File: src/sv/ubt_pkg.sv
// Shared types and codes for the unordered bag table.
// No dependencies; every other file refers to it by scoped names.
package ubt_pkg;

  localparam int unsigned FIELD_W = 5;

  localparam logic [1:0] ACT_ADD    = 2'd0;
  localparam logic [1:0] ACT_REMOVE = 2'd1;
  localparam logic [1:0] ACT_COUNT  = 2'd2;
  localparam logic [1:0] ACT_CLEAR  = 2'd3;

  typedef struct packed {
    logic [1:0]         action;
    logic signed [31:0] item_value;
  } in_item_t;

  typedef struct packed {
    logic               ok;
    logic [FIELD_W-1:0] match_count;
    logic [FIELD_W-1:0] size_now;
    logic               is_empty;
  } out_item_t;

  // Decoded operation, exactly one bit set per queued item.
  typedef struct packed {
    logic add;
    logic remove;
    logic count;
    logic clear;
  } op_t;

  typedef struct packed {
    op_t                op;
    logic signed [31:0] value;
  } cmd_t;

endpackage

File: src/sv/unordered_bag_table_top.sv
// Top level of the unordered bag table: a front end with a small command
// queue feeding a back end that owns the entry memory. Uses ubt_pkg.
//
// Unordered multiset of up to CAPACITY signed 32-bit values. Each item is an
// action (add, remove one, count, clear) with a value, and each item gives
// exactly one result: ok flag, number of live entries equal to the value
// (zero for add and clear), size after the action and an empty flag; counts
// wider than 5 bits wrap. Add and clear go straight from the idle state to the
// response state in the back end. Count and remove scan all live entries,
// because the back end reads the entry memory through its single registered
// read port one entry per cycle; a remove that finds the value then reads the
// last entry and writes it into the freed slot. While the output register
// stays stalled, the back end waits in its response state. The front queue
// holds two items, so input is taken while the back end scans, and the
// output register holds a finished result while the next item is worked on.
module unordered_bag_table_top #(
  parameter int unsigned CAPACITY = 16
) (
  input  logic               clk,
  input  logic               rst_n,
  input  logic               in_valid,
  output logic               in_stall,
  input  ubt_pkg::in_item_t  in_data,
  output logic               out_valid,
  input  logic               out_stall,
  output ubt_pkg::out_item_t out_data
);

  // Decoded commands waiting for the back end.
  logic          q_valid;
  logic          q_take;
  ubt_pkg::cmd_t q_cmd;

  ubt_front u_front (
    .clk      (clk),
    .rst_n    (rst_n),
    .in_valid (in_valid),
    .in_stall (in_stall),
    .in_data  (in_data),
    .q_valid  (q_valid),
    .q_take   (q_take),
    .q_cmd    (q_cmd)
  );

  // Execute one command at a time; results leave through a holding register.
  ubt_back #(
    .CAPACITY (CAPACITY)
  ) u_back (
    .clk       (clk),
    .rst_n     (rst_n),
    .q_valid   (q_valid),
    .q_take    (q_take),
    .q_cmd     (q_cmd),
    .out_valid (out_valid),
    .out_stall (out_stall),
    .out_data  (out_data)
  );

endmodule

File: src/sv/ubt_front.sv
// Front end of the unordered bag table: accepts items, decodes the action
// and holds them in a two-entry queue for the back end. Uses ubt_pkg.
module ubt_front (
  input  logic              clk,
  input  logic              rst_n,
  input  logic              in_valid,
  output logic              in_stall,
  input  ubt_pkg::in_item_t in_data,
  output logic              q_valid,
  input  logic              q_take,
  output ubt_pkg::cmd_t     q_cmd
);

  ubt_pkg::cmd_t slot_r [2];
  logic          wr_ptr_r, wr_ptr_nxt;
  logic          rd_ptr_r, rd_ptr_nxt;
  logic [1:0]    cnt_r, cnt_nxt;
  ubt_pkg::cmd_t dec_cmd;
  logic          push, pop;

  always_comb begin
    dec_cmd.value = in_data.item_value;
    dec_cmd.op    = '0;
    case (in_data.action)
      ubt_pkg::ACT_ADD:    dec_cmd.op.add    = 1'b1;
      ubt_pkg::ACT_REMOVE: dec_cmd.op.remove = 1'b1;
      ubt_pkg::ACT_COUNT:  dec_cmd.op.count  = 1'b1;
      default:             dec_cmd.op.clear  = 1'b1;
    endcase
  end

  assign in_stall = (cnt_r == 2'd2);
  assign q_valid  = (cnt_r != 2'd0);
  assign q_cmd    = slot_r[rd_ptr_r];
  assign push     = in_valid && !in_stall;
  assign pop      = q_take && q_valid;

  always_comb begin
    wr_ptr_nxt = push ? ~wr_ptr_r : wr_ptr_r;
    rd_ptr_nxt = pop ? ~rd_ptr_r : rd_ptr_r;
    cnt_nxt    = cnt_r;
    if (push && !pop) begin
      cnt_nxt = cnt_r + 2'd1;
    end else if (pop && !push) begin
      cnt_nxt = cnt_r - 2'd1;
    end
  end

  always_ff @(posedge clk) begin
    if (push) begin
      slot_r[wr_ptr_r] <= dec_cmd;
    end
  end

  always_ff @(posedge clk) begin
    if (!rst_n) begin
      wr_ptr_r <= 1'b0;
      rd_ptr_r <= 1'b0;
      cnt_r    <= 2'd0;
    end else begin
      wr_ptr_r <= wr_ptr_nxt;
      rd_ptr_r <= rd_ptr_nxt;
      cnt_r    <= cnt_nxt;
    end
  end

endmodule

File: src/sv/ubt_back.sv
// Back end of the unordered bag table: entry memory, scan sequencer and
// output register. Uses ubt_pkg; fed by ubt_front.
module ubt_back #(
  parameter int unsigned CAPACITY = 16
) (
  input  logic               clk,
  input  logic               rst_n,
  input  logic               q_valid,
  output logic               q_take,
  input  ubt_pkg::cmd_t      q_cmd,
  output logic               out_valid,
  input  logic               out_stall,
  output ubt_pkg::out_item_t out_data
);

  localparam int unsigned AW = (CAPACITY > 1) ? $clog2(CAPACITY) : 1;
  localparam int unsigned CW = $clog2(CAPACITY + 1);
  localparam logic [CW-1:0] CAP_C = CW'(CAPACITY);

  typedef enum logic [4:0] {
    ST_IDLE    = 5'b00001,
    ST_SCAN    = 5'b00010,
    ST_MOVE_RD = 5'b00100,
    ST_MOVE_WR = 5'b01000,
    ST_RESP    = 5'b10000
  } state_t;

  logic [31:0] mem [CAPACITY];

  state_t             state_r, state_nxt;
  ubt_pkg::op_t       op_r, op_nxt;
  logic [31:0]        val_r, val_nxt;
  logic [CW-1:0]      total_r, total_nxt;
  logic [CW-1:0]      idx_r, idx_nxt;
  logic [CW-1:0]      match_r, match_nxt;
  logic [AW-1:0]      slot_r, slot_nxt;
  logic [AW-1:0]      pend_idx_r, pend_idx_nxt;
  logic               pend_r, pend_nxt;
  logic               found_r, found_nxt;
  logic               ok_r, ok_nxt;
  logic               out_valid_r, out_valid_nxt;
  ubt_pkg::out_item_t out_data_r, out_data_nxt;

  logic [AW-1:0] rd_addr;
  logic [31:0]   rd_data_r;
  logic          wr_en;
  logic [AW-1:0] wr_addr;
  logic [31:0]   wr_data;
  logic          issue;
  logic          hit;

  assign out_valid = out_valid_r;
  assign out_data  = out_data_r;

  always_comb begin
    state_nxt     = state_r;
    op_nxt        = op_r;
    val_nxt       = val_r;
    total_nxt     = total_r;
    idx_nxt       = idx_r;
    match_nxt     = match_r;
    slot_nxt      = slot_r;
    pend_idx_nxt  = pend_idx_r;
    pend_nxt      = 1'b0;
    found_nxt     = found_r;
    ok_nxt        = ok_r;
    out_valid_nxt = out_valid_r && out_stall;
    out_data_nxt  = out_data_r;
    q_take        = 1'b0;
    rd_addr       = idx_r[AW-1:0];
    wr_en         = 1'b0;
    wr_addr       = total_r[AW-1:0];
    wr_data       = val_r;
    issue         = 1'b0;
    hit           = 1'b0;

    case (state_r)
      ST_IDLE: begin
        if (q_valid) begin
          q_take    = 1'b1;
          op_nxt    = q_cmd.op;
          val_nxt   = q_cmd.value;
          match_nxt = '0;
          idx_nxt   = '0;
          found_nxt = 1'b0;
          ok_nxt    = 1'b0;
          state_nxt = ST_RESP;
          if (q_cmd.op.add) begin
            if (total_r < CAP_C) begin
              wr_en     = 1'b1;
              wr_data   = q_cmd.value;
              total_nxt = total_r + CW'(1);
              ok_nxt    = 1'b1;
            end
          end else if (q_cmd.op.clear) begin
            total_nxt = '0;
            ok_nxt    = 1'b1;
          end else begin
            state_nxt = ST_SCAN;
          end
        end
      end
      ST_SCAN: begin
        // Read one entry a cycle; compare the entry read the cycle before.
        issue = (idx_r < total_r);
        if (issue) begin
          idx_nxt      = idx_r + CW'(1);
          pend_nxt     = 1'b1;
          pend_idx_nxt = idx_r[AW-1:0];
        end
        hit = pend_r && (rd_data_r == val_r);
        if (hit) begin
          match_nxt = match_r + CW'(1);
          if (!found_r) begin
            found_nxt = 1'b1;
            slot_nxt  = pend_idx_r;
          end
        end
        if (!issue && !pend_r) begin
          if (op_r.remove && found_r) begin
            total_nxt = total_r - CW'(1);
            ok_nxt    = 1'b1;
            state_nxt = ST_MOVE_RD;
          end else begin
            ok_nxt    = op_r.count && (match_r != '0);
            state_nxt = ST_RESP;
          end
        end
      end
      ST_MOVE_RD: begin
        // Fetch the last live entry to refill the freed slot.
        rd_addr   = total_r[AW-1:0];
        state_nxt = ST_MOVE_WR;
      end
      ST_MOVE_WR: begin
        wr_en     = 1'b1;
        wr_addr   = slot_r;
        wr_data   = rd_data_r;
        state_nxt = ST_RESP;
      end
      ST_RESP: begin
        if (!out_valid_r || !out_stall) begin
          out_valid_nxt            = 1'b1;
          out_data_nxt.ok          = ok_r;
          out_data_nxt.match_count = ubt_pkg::FIELD_W'(match_r);
          out_data_nxt.size_now    = ubt_pkg::FIELD_W'(total_r);
          out_data_nxt.is_empty    = (total_r == '0);
          state_nxt                = ST_IDLE;
        end
      end
      default: begin
        state_nxt = ST_IDLE;
      end
    endcase
  end

  always_ff @(posedge clk) begin
    if (wr_en) begin
      mem[wr_addr] <= wr_data;
    end
    rd_data_r <= mem[rd_addr];
  end

  always_ff @(posedge clk) begin
    op_r       <= op_nxt;
    val_r      <= val_nxt;
    idx_r      <= idx_nxt;
    match_r    <= match_nxt;
    slot_r     <= slot_nxt;
    pend_idx_r <= pend_idx_nxt;
    found_r    <= found_nxt;
    ok_r       <= ok_nxt;
    out_data_r <= out_data_nxt;
  end

  always_ff @(posedge clk) begin
    if (!rst_n) begin
      state_r     <= ST_IDLE;
      total_r     <= '0;
      pend_r      <= 1'b0;
      out_valid_r <= 1'b0;
    end else begin
      state_r     <= state_nxt;
      total_r     <= total_nxt;
      pend_r      <= pend_nxt;
      out_valid_r <= out_valid_nxt;
    end
  end

endmodule
File: config.mk
export PLATFORM = sky130hd
export DESIGN_NAME = unordered_bag_table_top
export DESIGN_NICKNAME = d
export VERILOG_FILES = /design/src/sv/ubt_pkg.sv /design/src/sv/unordered_bag_table_top.sv /design/src/sv/ubt_front.sv /design/src/sv/ubt_back.sv
export SDC_FILE = /design/constraint.sdc
export NUM_CORES = 1
export LEC_CHECK = 0
export CAP_MARGIN = 20
export CORE_UTILIZATION = 45
export DETAILED_ROUTE_END_ITERATION = 10
export DONT_BUFFER_PORTS = 1
export PLACE_DENSITY_LB_ADDON = 0.12
export SYNTH_ARGS = -nofsm -noshare
export SYNTH_HDL_FRONTEND = slang
export SYNTH_SLANG_ARGS = --single-unit
File: constraint.sdc
create_clock -name clk -period 7.2 [get_ports clk]
set_clock_uncertainty 0.15 [all_clocks]
set_input_delay 0.72 -clock clk [delete_from_list [all_inputs] [get_ports clk]]
set_output_delay 0.72 -clock clk [all_outputs]
set_load 0.02 [all_outputs]
==> results of run 1 <==
-- timing repair --
item | in CTS | in global routing
endpoints found under the hold margin | 17 | 0
setup endpoints to repair | 0 | 0
resized for setup | 0 | 0
hold buffers | 10 | 0
buffers inserted | 0 | 0
-- cell usage in the layout, fill, tap and decap left out, drive strengths merged, types with 34 or more instances in the layout --
cell type	count
clkbuf	106
a31oi	38
a21o	34
o22ai	61
xor2	38
a311oi	55
edfxtp	650
a21oi	145
dfxtp	49
buf	45
mux2i	120
mux2	63
nand3	48
nor2	52
nand2	269
-- flip-flops by register name, indices dropped and copies added (netlist names), 5 cells and up, named ones only --
signal,cells
u_back.total_r,5
u_back.mem,512
u_front.slot_r,72
u_back.val_r,32
u_back.state_r,5
u_back.idx_r,5
u_back.out_data,12
u_back.match_r,5
u_back.rd_data_r,32
-- path summary, 6_finish.rpt --
check | slack [ns] | startpoint | to
worst max register to register | 2.99 | flip-flop | u_back.mem[7][29]
worst min-delay path | 0.04 | in_data[8] | u_front.slot_r[0][8]
worst min register to register | 0.27 | u_back.pend_idx_r[3] | u_back.slot_r[3]
worst max-delay path | 2.99 | flip-flop | u_back.mem[7][29]
-- cell type report --
cell class              count  area (sq um)  share of cell area, %
flip-flops and latches    699         20500                   62.8
well taps                 846          1060                   3.24
clock buffers             106          2120                   6.49
repair buffers             55           483                   1.48
inverters                  27           101                  0.310
clock inverters            37           284                  0.870
multi-input cells        1179          8100                   24.8
-- power by group through the flow --
stage / combinational (uW) / sequential [uW] / clock (uW)
floorplan: 2630 / 5800 / 0
global route: 4370 / 5970 / 3950
detailed placement: 4050 / 6020 / 0
global placement: 3980 / 6020 / 0
finish: 4100 / 5940 / 3740
CTS: 4080 / 5940 / 3810
-- stage by stage --
step                hold WS, ns  util, %
floorplan                 0.250        -
detailed placement        0.263     47.4
global route            0.00242     51.4
finish                   0.0362     51.4
global placement          0.252     47.3
CTS                    0.000333     51.3
-- kinds of logic (layout without fill, tap and decap cells) --
logic type	count (synthesis)	after routing	share of synthesized area, %
mux	183	183	6.55
buf+inv	170	225	2.63
flops	699	699	70.3
simple gates	424	424	6.20
compound gates	519	519	12.6
xor+xnor	42	42	1.26
fa+ha+maj	11	11	0.472
-- synthesized netlist by cell type, types with 22 or more instances --
cell type and n:
sky130_fd_sc_hd__clkbuf_1 86, sky130_fd_sc_hd__nor2_1 51, sky130_fd_sc_hd__buf_2 40, sky130_fd_sc_hd__a211o_1 32, sky130_fd_sc_hd__a22o_1 32, sky130_fd_sc_hd__mux2_2 63
sky130_fd_sc_hd__a31oi_1 38, sky130_fd_sc_hd__nand3_1 48, sky130_fd_sc_hd__inv_1 22, sky130_fd_sc_hd__a311oi_1 55, sky130_fd_sc_hd__mux2i_1 120, sky130_fd_sc_hd__dfxtp_1 49
sky130_fd_sc_hd__a21o_1 34, sky130_fd_sc_hd__a21oi_1 144, sky130_fd_sc_hd__nand2_1 268, sky130_fd_sc_hd__o311ai_0 27, sky130_fd_sc_hd__a32oi_1 33, sky130_fd_sc_hd__o22ai_1 61
sky130_fd_sc_hd__edfxtp_1 650, sky130_fd_sc_hd__xor2_1 38
-- layer usage --
| metal | track usage (%) | wire length (um) | up-vias |
|---|---|---|---|
| met3 | 3.51 | 4580 | 165 |
| met4 | 9.24 | 2970 | 0 |
| met2 | 40.2 | 39000 | 658 |
| li1 | - | - | 8019 |
| met1 | 33.5 | 35200 | 9378 |
| met5 | 0 | 0 | - |
-- worst max-delay path: stages, from the launching register on --
cell and delay, ns:
sky130_fd_sc_hd__dfxtp_2 0.93, sky130_fd_sc_hd__mux2i_1 0.38, sky130_fd_sc_hd__nor3_4 0.78, sky130_fd_sc_hd__a22oi_1 0.51, sky130_fd_sc_hd__nor2_4 0.71, sky130_fd_sc_hd__buf_4 0.40
==> flow_summary_export.csv, run 1 <==
group,metric,value,unit
yosys,syn_nets,2097,
detailed_routing,drc,0,
global_routing,gr-total-overflow,0,
global_routing,first_pass_grt_wire_length,120000,um
sta,slew_violations,0,
global_routing,grt_max_degree,156,
power,p_sw,4910,uW
clock_network,clock_tree.buffer_depth,3,
power,switching_share,35.6,%
power,p_per_area,422,mW/mm^2
job,cap_viol_max_count,0,
global_routing,grt_antenna_before_repair,0,
sta,tightest_slew,1.09,ns
sta,min_period_over_period,58.4,%
worst_setup_path,critical_path_class,"flip-flop to flip-flop",
sta,grt_setup_unrepaired,"false",
yosys,synth.avg_cell_area,14.2,sq um
place,hpwl,47100,um
yosys,synth-async-reset-ratio,0,%
worst_hold_path,min_path_type,"input port to flip-flop",
die,initial_utilization,45.9,%
worst_setup_path,timing.critical_path.arrival,4.35,ns
clock_network,clock_sinks,699,
clock_network,cts.clk_slew.worst_paths,0.05,ns
power,power_share_of_the_clock_group,27.2,%
place,post-place-ws,2.85,ns
worst_setup_path,r2r_cells,5,
finish,finalNonFillerCells,2949,
worst_setup_path,worst-path-max-fanout,39,
detailed_routing,finalWirelength,81800,um
clock_network,cts.root.buffer_cell,"sky130_fd_sc_hd__clkbuf_16",
power,internal_power,8870,uW
place,buffer_ports.inserted,0,
place,gp_routability_congestion,0.834,
detailed_routing,vias,18200,
power,ir_drop,285,uV
finish,fill_cells,5360,
power,report.power.total,13800,uW
yosys,netlist_area,0.0292,sq mm
yosys,synthDominantAreaCellType,"sky130_fd_sc_hd__edfxtp_1",
die,die-height,257,um
yosys,ys_types,64,
power,power.share.sequential,43.1,%
die,die_x,257,um
detailed_routing,dr.first_iter.drc_count,1655,
outcome,outcome,"complete, no violations",
yosys,ys.warnings.count,0,
yosys,synth.area.top_cells,"sky130_fd_sc_hd__edfxtp_1 67%, sky130_fd_sc_hd__mux2i_1 4.1%, sky130_fd_sc_hd__nand2_1 3.5%",
place,place.detailed.instances,2794,
place,placed_area,0.0301,sq mm
yosys,gate_count_post_synth,2048,
power,part_of_the_power_in_combinational_logic,29.7,%
yosys,fraction_of_synthesized_cell_area_taken_by_the_top_area_cell_type,66.9,%
sta,setup_viol,0,
power,static-leakage-power,0.0110,uW
clock_network,worstSkewPairLatency,0.63,ns
detailed_routing,routed_vias_inst,6.18,
detailed_routing,routed_wire_length_per_instance,27.7,um
finish,area.growth.synth_to_final,11.9,%
die,rows,92,
yosys,ys_seq_elements,699,
sta,finalHoldViolations,0,
yosys,yosys_most_used_dff,"sky130_fd_sc_hd__edfxtp_1",
worst_hold_path,hold_depth,0,
detailed_routing,drt.antenna.violating_nets,0,
sta,min_period,4.21,ns
clock_network,numCtsBuffers,77,
clock_network,cts_tree,"done",
worst_setup_path,critPathRequiredTime,7.35,ns
global_routing,first_global_vias,18100,
finish,post_route_cells_drive_above_1_share,12.1,%
sta,relSlewSlack,27.2,%
sta,layout_setup_ws,2.99,ns
sta,fmax,0.238,GHz
yosys,synth-seq-area-share,70.3,%
yosys,synth_enable_flop_cells,650,
detailed_routing,number_of_iterations_in_the_first_detailed_routing_pass,5,
worst_setup_path,launching_element_type_of_the_critical_path,"flip-flop",
finish,antenna_cells,0,
die,die_area,0.0658,sq mm
sta,finalSetupTns,0,ns
clock_network,htreeDepth,3,
die,fp.coreArea,0.0635,sq mm
worst_setup_path,crit_path_end_kind,"flip-flop",
die,io_pins,52,
global_routing,grt_use_total,24.7,%
finish,nNetsFinal,2088,
finish,finalInstanceArea,0.0326,sq mm
Power figures use the tool's default switching activity.
==> run 2, diff against run 1 <==
==> constraint.sdc (replaced) <==
create_clock -name clk -period 3.45 [get_ports clk]
set_clock_uncertainty 0.15 [all_clocks]
set_input_delay 0.345 -clock clk [delete_from_list [all_inputs] [get_ports clk]]
set_output_delay 0.345 -clock clk [all_outputs]
set_load 0.02 [all_outputs]
==> run 2 against run 1 <==
Effect of this change:
- register-to-register slack lost 2.8 ns
- first-iteration DRC count grew 22%
- cell area grew 2.7%
- sequential share of layout area shrank 1.7 points
==> flow_summary_export.csv, run 2 (synthesized netlist as in run 1, its figures left out) <==
group,metric,value,unit
outcome,outcome,"complete, no violations",
sta,finalSetupTns,0,ns
worst_setup_path,critical_path_class,"flip-flop to flip-flop",
global_routing,grt_max_degree,60,
finish,largest_register,"u_back.mem",
die,die-height,257,um
worst_setup_path,timing.critical_path.buf_inv,1,
power,p_per_area,879,mW/mm^2
finish,largest_reg_flops,512,
power,ir_drop,547,uV
clock_network,htreeDepth,3,
sta,finalHoldViolations,0,
worst_setup_path,critPathRequiredTime,3.81,ns
clock_network,numCtsBuffers,74,
die,die_area,0.0658,sq mm
die,initial_utilization,45.9,%
sta,relSlewSlack,23.0,%
worst_setup_path,worstPathCellList,"or3_1 -> nor2_4 -> nand2_1 -> o21ai_2 -> buf_4 -> a32oi_1 -> a211o_1",
clock_network,worstSkewPairLatency,0.63,ns
finish,antenna_cells,0,
sta,tightest_slew,1.16,ns
die,io_pins,52,
place,buffer_ports.inserted,0,
sta,grt_setup_unrepaired,"false",
sta,setup_viol,0,
sta,slew_violations,0,
finish,finalNonFillerCells,3023,
power,static-leakage-power,0.0114,uW
job,cap_viol_max_count,0,
detailed_routing,drt.antenna.violating_nets,0,
place,gp_routability_congestion,0.866,
clock_network,clock_sinks,699,
detailed_routing,number_of_iterations_in_the_first_detailed_routing_pass,5,
finish,fin_util,52.8,%
detailed_routing,dr.first_iter.drc_count,2016,
worst_setup_path,timing.critical_path.arrival,3.57,ns
detailed_routing,finalWirelength,84600,um
sta,whs,0.224,ns
die,rows,92,
clock_network,cts_tree,"done",
global_routing,grt_antenna_before_repair,0,
finish,layout_commonest_cell,"sky130_fd_sc_hd__edfxtp_1",
place,place.detailed.instances,2848,
finish,post_route_cells_drive_above_1_share,14.4,%
finish,area.growth.synth_to_final,15.0,%
global_routing,first_pass_grt_wire_length,123000,um
clock_network,clock_tree.buffer_depth,3,
finish,top_regs,"u_back.mem (512), u_front.slot_r (72)",
detailed_routing,routed_wire_length_per_instance,28.0,um
finish,nNetsFinal,2167,
clock_network,cts.root.buffer_cell,"sky130_fd_sc_hd__clkbuf_16",
sta,min_period_over_period,93.0,%
detailed_routing,routed_vias_inst,6.16,
worst_setup_path,critical-path-max-stage-delay,0.65,ns
detailed_routing,vias,18600,
global_routing,gr-total-overflow,0,
finish,final_cell_mix,"650 x sky130_fd_sc_hd__edfxtp_1, 267 x sky130_fd_sc_hd__nand2_1, 142 x sky130_fd_sc_hd__a21oi_1",
die,die_x,257,um
worst_setup_path,crit_path_end_kind,"flip-flop",
global_routing,first_global_vias,18200,
place,hpwl,50100,um
die,fp.coreArea,0.0635,sq mm
worst_setup_path,cpLargestDelayFamily,"simple AND/OR/NAND/NOR gates",
sta,min_period,3.21,ns
global_routing,grt_use_total,25.6,%
sta,fmax,0.312,GHz
worst_setup_path,launching_element_type_of_the_critical_path,"flip-flop",
worst_setup_path,worst-path-max-fanout,18,
worst_hold_path,min_path_type,"input port to flip-flop",
clock_network,cts.clk_slew.worst_paths,0.06,ns
detailed_routing,drc,0,
worst_setup_path,critical_path.slowest_cell,"sky130_fd_sc_hd__nor2_4",
==> run 2: layout make-up <==
type	instances	area (sq um)
fill	5278	30000
clock inverter	33	325
tap	846	1060
clock buffer	102	2050
timing repair buffer	137	1400
inverter	27	101
sequential	699	20500
multi-input combinational	1179	8090
==> run 2: worst paths after layout <==
| check | startpoint | to | slack (ns) | depth (start not counted) |
|---|---|---|---|---|
| worst max-delay path | u_back.state_r[4] | u_back.rd_data_r[31] | 0.24 | 7 |
| worst min-delay path | in_data[7] | u_front.slot_r[1][7] | 0.22 | 1 |
| worst max register to register | u_back.state_r[4] | u_back.rd_data_r[31] | 0.24 | 7 |
| worst min register to register | u_back.pend_idx_r[2] | u_back.slot_r[2] | 0.27 | 0 |
==> run 2: what timing repair did <==
item,CTS,global route
hold buffers,38,1
resized for setup,0,0
endpoints found under the hold margin,83,4
buffers inserted,0,0
==> run 2: layer usage <==
metal	GRT usage (%)	wire (um)	vias to the layer above	part of all wire, %
met4	8.17	2390	0	2.8
met5	0	0	-	0
met3	3.87	4920	152	5.8
met2	42.1	41100	658	49
li1	-	-	8160	-
met1	35.0	36300	9645	43
==> run 2: power by group <==
group	internal (uW)	switching, uW	leakage (uW)	total (uW)
Clock	4560	3310	0.00117	7870
Sequential	11600	787	0.00631	12400
Combinational	2840	6370	0.00396	9210
==> run 2: stage by stage <==
step / worst slack, ns / area (sq um) / total power, uW
2_1_floorplan: -0.303 / 29200 / 17600
3_3_place_gp: 0.329 / 30800 / 21500
3_5_place_dp: 0.323 / 30800 / 21600
4_1_cts: 0.284 / 33500 / 29600
5_1_grt: 0.151 / 33500 / 30600
6_report: 0.243 / 33500 / 29500
==> run 2: worst register-to-register path, delay by kind of cell, from the launching register on <==
family,cells,cell delay [ns]
AOI/OAI and AO/OA,3,0.88
buffers and inverters,1,0.35
DFF,1,0.35
and+or+nand+nor,3,1.37
==> run 3, diff against run 2 <==
--- a/config.mk
+++ b/config.mk
@@ -5,11 +5,13 @@
 export SDC_FILE = /design/constraint.sdc
 export NUM_CORES = 1
 export LEC_CHECK = 0
-export CAP_MARGIN = 20
+export CAP_MARGIN = 30
 export CORE_UTILIZATION = 45
 export DETAILED_ROUTE_END_ITERATION = 10
 export DONT_BUFFER_PORTS = 1
+export HOLD_SLACK_MARGIN = 0.05
 export PLACE_DENSITY_LB_ADDON = 0.12
 export SYNTH_ARGS = -nofsm -noshare
 export SYNTH_HDL_FRONTEND = slang
+export SYNTH_HIERARCHICAL = 1
 export SYNTH_SLANG_ARGS = --single-unit
==> run 3 against run 2 <==
Effect of this change:
- cell area is 1.3% lower
- fmax is 3.8% higher
- flip-flop and latch count stayed put
- core utilization is 0.45 points higher
- hold slack worse by 0.0016 ns
- synthesized cell count is 4.1% lower
- cell count is 2.6% lower
- via count is 1.2% lower
- combinational power is 4.3% lower
- critical path depth stayed put
==> flow_summary_export.csv, run 3 <==
group,metric,value,unit
sta,relSlewSlack,28.6,%
yosys,syn_nets,2013,
clock_network,numCtsBuffers,73,
yosys,synth-async-reset-ratio,0,%
yosys,fraction_of_synthesized_cell_area_taken_by_the_top_area_cell_type,68.4,%
sta,min_period,3.09,ns
detailed_routing,routed_wire_length_per_instance,29.4,um
yosys,yosys_most_used_dff,"sky130_fd_sc_hd__edfxtp_1",
sta,finalHoldViolations,0,
place,buffer_ports.inserted,0,
clock_network,worstSkewPairLatency,0.62,ns
yosys,ys.warnings.count,6,
finish,area.growth.synth_to_final,15.9,%
job,cap_viol_max_count,0,
worst_setup_path,critical_path_class,"flip-flop to flip-flop",
clock_network,cts.root.buffer_cell,"sky130_fd_sc_hd__clkbuf_16",
sta,grt_setup_unrepaired,"false",
power,ir_drop,570,uV
die,fp.coreArea,0.0622,sq mm
clock_network,clock_sinks,699,
detailed_routing,routed_vias_inst,6.25,
worst_setup_path,crit_path_end_kind,"flip-flop",
yosys,synthMostInstantiatedCell,"sky130_fd_sc_hd__edfxtp_1",
yosys,synthTopCellsByCount,"650 x sky130_fd_sc_hd__edfxtp_1, 134 x sky130_fd_sc_hd__nor2_1, 132 x sky130_fd_sc_hd__nand2_1",
clock_network,cts_tree,"done",
sta,slew_violations,0,
outcome,outcome,"complete, no violations",
global_routing,gr-total-overflow,0,
finish,fin_util,53.2,%
power,static-leakage-power,0.0110,uW
yosys,netlist_area,0.0285,sq mm
yosys,synth_enable_flop_cells,650,
detailed_routing,drc,0,
global_routing,first_global_vias,17800,
yosys,synth-seq-area-share,71.8,%
yosys,ys_seq_elements,699,
global_routing,grt_use_total,27.1,%
detailed_routing,finalWirelength,86500,um
finish,largest_reg_flops,512,
detailed_routing,drt.antenna.violating_nets,0,
finish,nNetsFinal,2096,
finish,top_regs,"u_back/mem (512), u_front/slot_r (72)",
yosys,synth.avg_cell_area,14.5,sq um
place,hpwl,49300,um
finish,post_route_cells_drive_above_1_share,14.8,%
global_routing,first_pass_grt_wire_length,124000,um
finish,largest_register,"u_back/mem",
detailed_routing,vias,18400,
sta,whs,0.222,ns
detailed_routing,number_of_iterations_in_the_first_detailed_routing_pass,6,
worst_hold_path,min_path_type,"input port to flip-flop",
yosys,synthDominantAreaCellType,"sky130_fd_sc_hd__edfxtp_1",
die,die-height,254,um
clock_network,cts_setup_buffers,0,
yosys,synth.area.top_cells,"sky130_fd_sc_hd__edfxtp_1 68%, sky130_fd_sc_hd__dfxtp_1 3.4%, sky130_fd_sc_hd__a211oi_1 2.7%",
power,report.power.total,28700,uW
clock_network,cts.clk_slew.worst_paths,0.06,ns
worst_setup_path,worst-path-max-fanout,22,
sta,min_period_over_period,89.6,%
global_routing,grt_max_degree,58,
place,gp_routability_congestion,0.845,
die,io_pins,52,
yosys,gate_count_post_synth,1964,
sta,setup_viol,0,
worst_setup_path,launching_element_type_of_the_critical_path,"flip-flop",
power,p_per_area,868,mW/mm^2
die,initial_utilization,45.9,%
clock_network,htreeDepth,3,
die,die_x,254,um
finish,final_cell_mix,"650 x sky130_fd_sc_hd__edfxtp_1, 131 x sky130_fd_sc_hd__nand2_1, 115 x sky130_fd_sc_hd__nor2_1",
clock_network,cts_hold_buffers,38,
finish,finalNonFillerCells,2945,
worst_setup_path,critPathRequiredTime,3.85,ns
finish,layout_commonest_cell,"sky130_fd_sc_hd__edfxtp_1",
worst_setup_path,timing.critical_path.arrival,3.49,ns
yosys,ys_types,66,
sta,finalSetupTns,0,ns
sta,fmax,0.324,GHz
clock_network,clock_tree.buffer_depth,3,
detailed_routing,dr.first_iter.drc_count,2043,
clock_network,cts_resized,0,
die,rows,91,
die,die_area,0.0644,sq mm
place,place.detailed.instances,2770,
sta,tightest_slew,1.07,ns
global_routing,grt_antenna_before_repair,1,
finish,antenna_cells,0,
==> run 3: changes by cell type after synthesis, sizes merged, moves of 32 or more <==
| cell | delta |
|---|---|
| a311oi | -51 |
| a22oi | +32 |
| a21oi | -48 |
| nand2 | -135 |
| nor2 | +83 |
| mux2i | -47 |
| a211oi | +90 |
| o221ai | +40 |
==> run 3: kinds of logic after synthesis <==
| family | Yosys count | share of synthesized area, % |
|---|---|---|
| compound gates | 491 | 12.3 |
| xor+xnor | 41 | 1.26 |
| fa+ha+maj | 11 | 0.482 |
| buf+inv | 163 | 2.41 |
| flops | 699 | 71.8 |
| mux | 122 | 4.49 |
| simple gates | 437 | 7.26 |
==> run 3: path summary, 6_finish.rpt <==
kind                        start                   to  slack [ns]  cells after the start
max             u_back/state_r[4]  u_back/rd_data_r[3]        0.36                      7
min reg2reg  u_back/pend_idx_r[2]     u_back/slot_r[2]        0.27                      0
max reg2reg     u_back/state_r[4]  u_back/rd_data_r[3]        0.36                      7
min                      in_valid     u_front/cnt_r[1]        0.22                      5
==> run 3: routing by layer <==
layer | vias up | global-route usage [%] | routed length (um)
met1 | 9422 | 38.1 | 36400
met5 | - | 0 | 0
met2 | 894 | 43.4 | 40800
met4 | 0 | 8.42 | 2520
met3 | 152 | 4.22 | 6850
li1 | 7930 | - | -
==> run 3: stage by stage <==
step | worst slack (ns) | cell area, sq um
after global routing | 0.248 | 33100
after floorplan | -0.212 | 28500
after detailed placement | 0.457 | 30300
final | 0.359 | 33100
after CTS | 0.433 | 33100
after global placement | 0.532 | 30300
==> run 3: cell type report <==
cell class	instances	area (sq um)
fill	5163	29100
sequential	699	20500
multi-input combinational	1102	7620
clock buffer	97	2030
timing repair buffer	139	1430
tap	837	1050
clock inverter	39	340
inverter	32	120
==> run 3: worst max-delay path, stage by stage (launching register included) <==
cell and delay [ns]:
sky130_fd_sc_hd__dfxtp_1 0.36, sky130_fd_sc_hd__or3_4 0.55, sky130_fd_sc_hd__o21ai_1 0.41, sky130_fd_sc_hd__nand2_4 0.30, sky130_fd_sc_hd__buf_4 0.30, sky130_fd_sc_hd__mux2i_1 0.13, sky130_fd_sc_hd__a2111oi_0 0.62, sky130_fd_sc_hd__a211o_1 0.17
==> run 3: power by group <==
part,total [uW],leakage [uW],switching (uW),internal (uW)
combinational,8810,0.00348,6240,2570
clock,7790,0.00118,3320,4480
sequential,12100,0.00631,524,11600
total,28700,0.0110,10100,18600
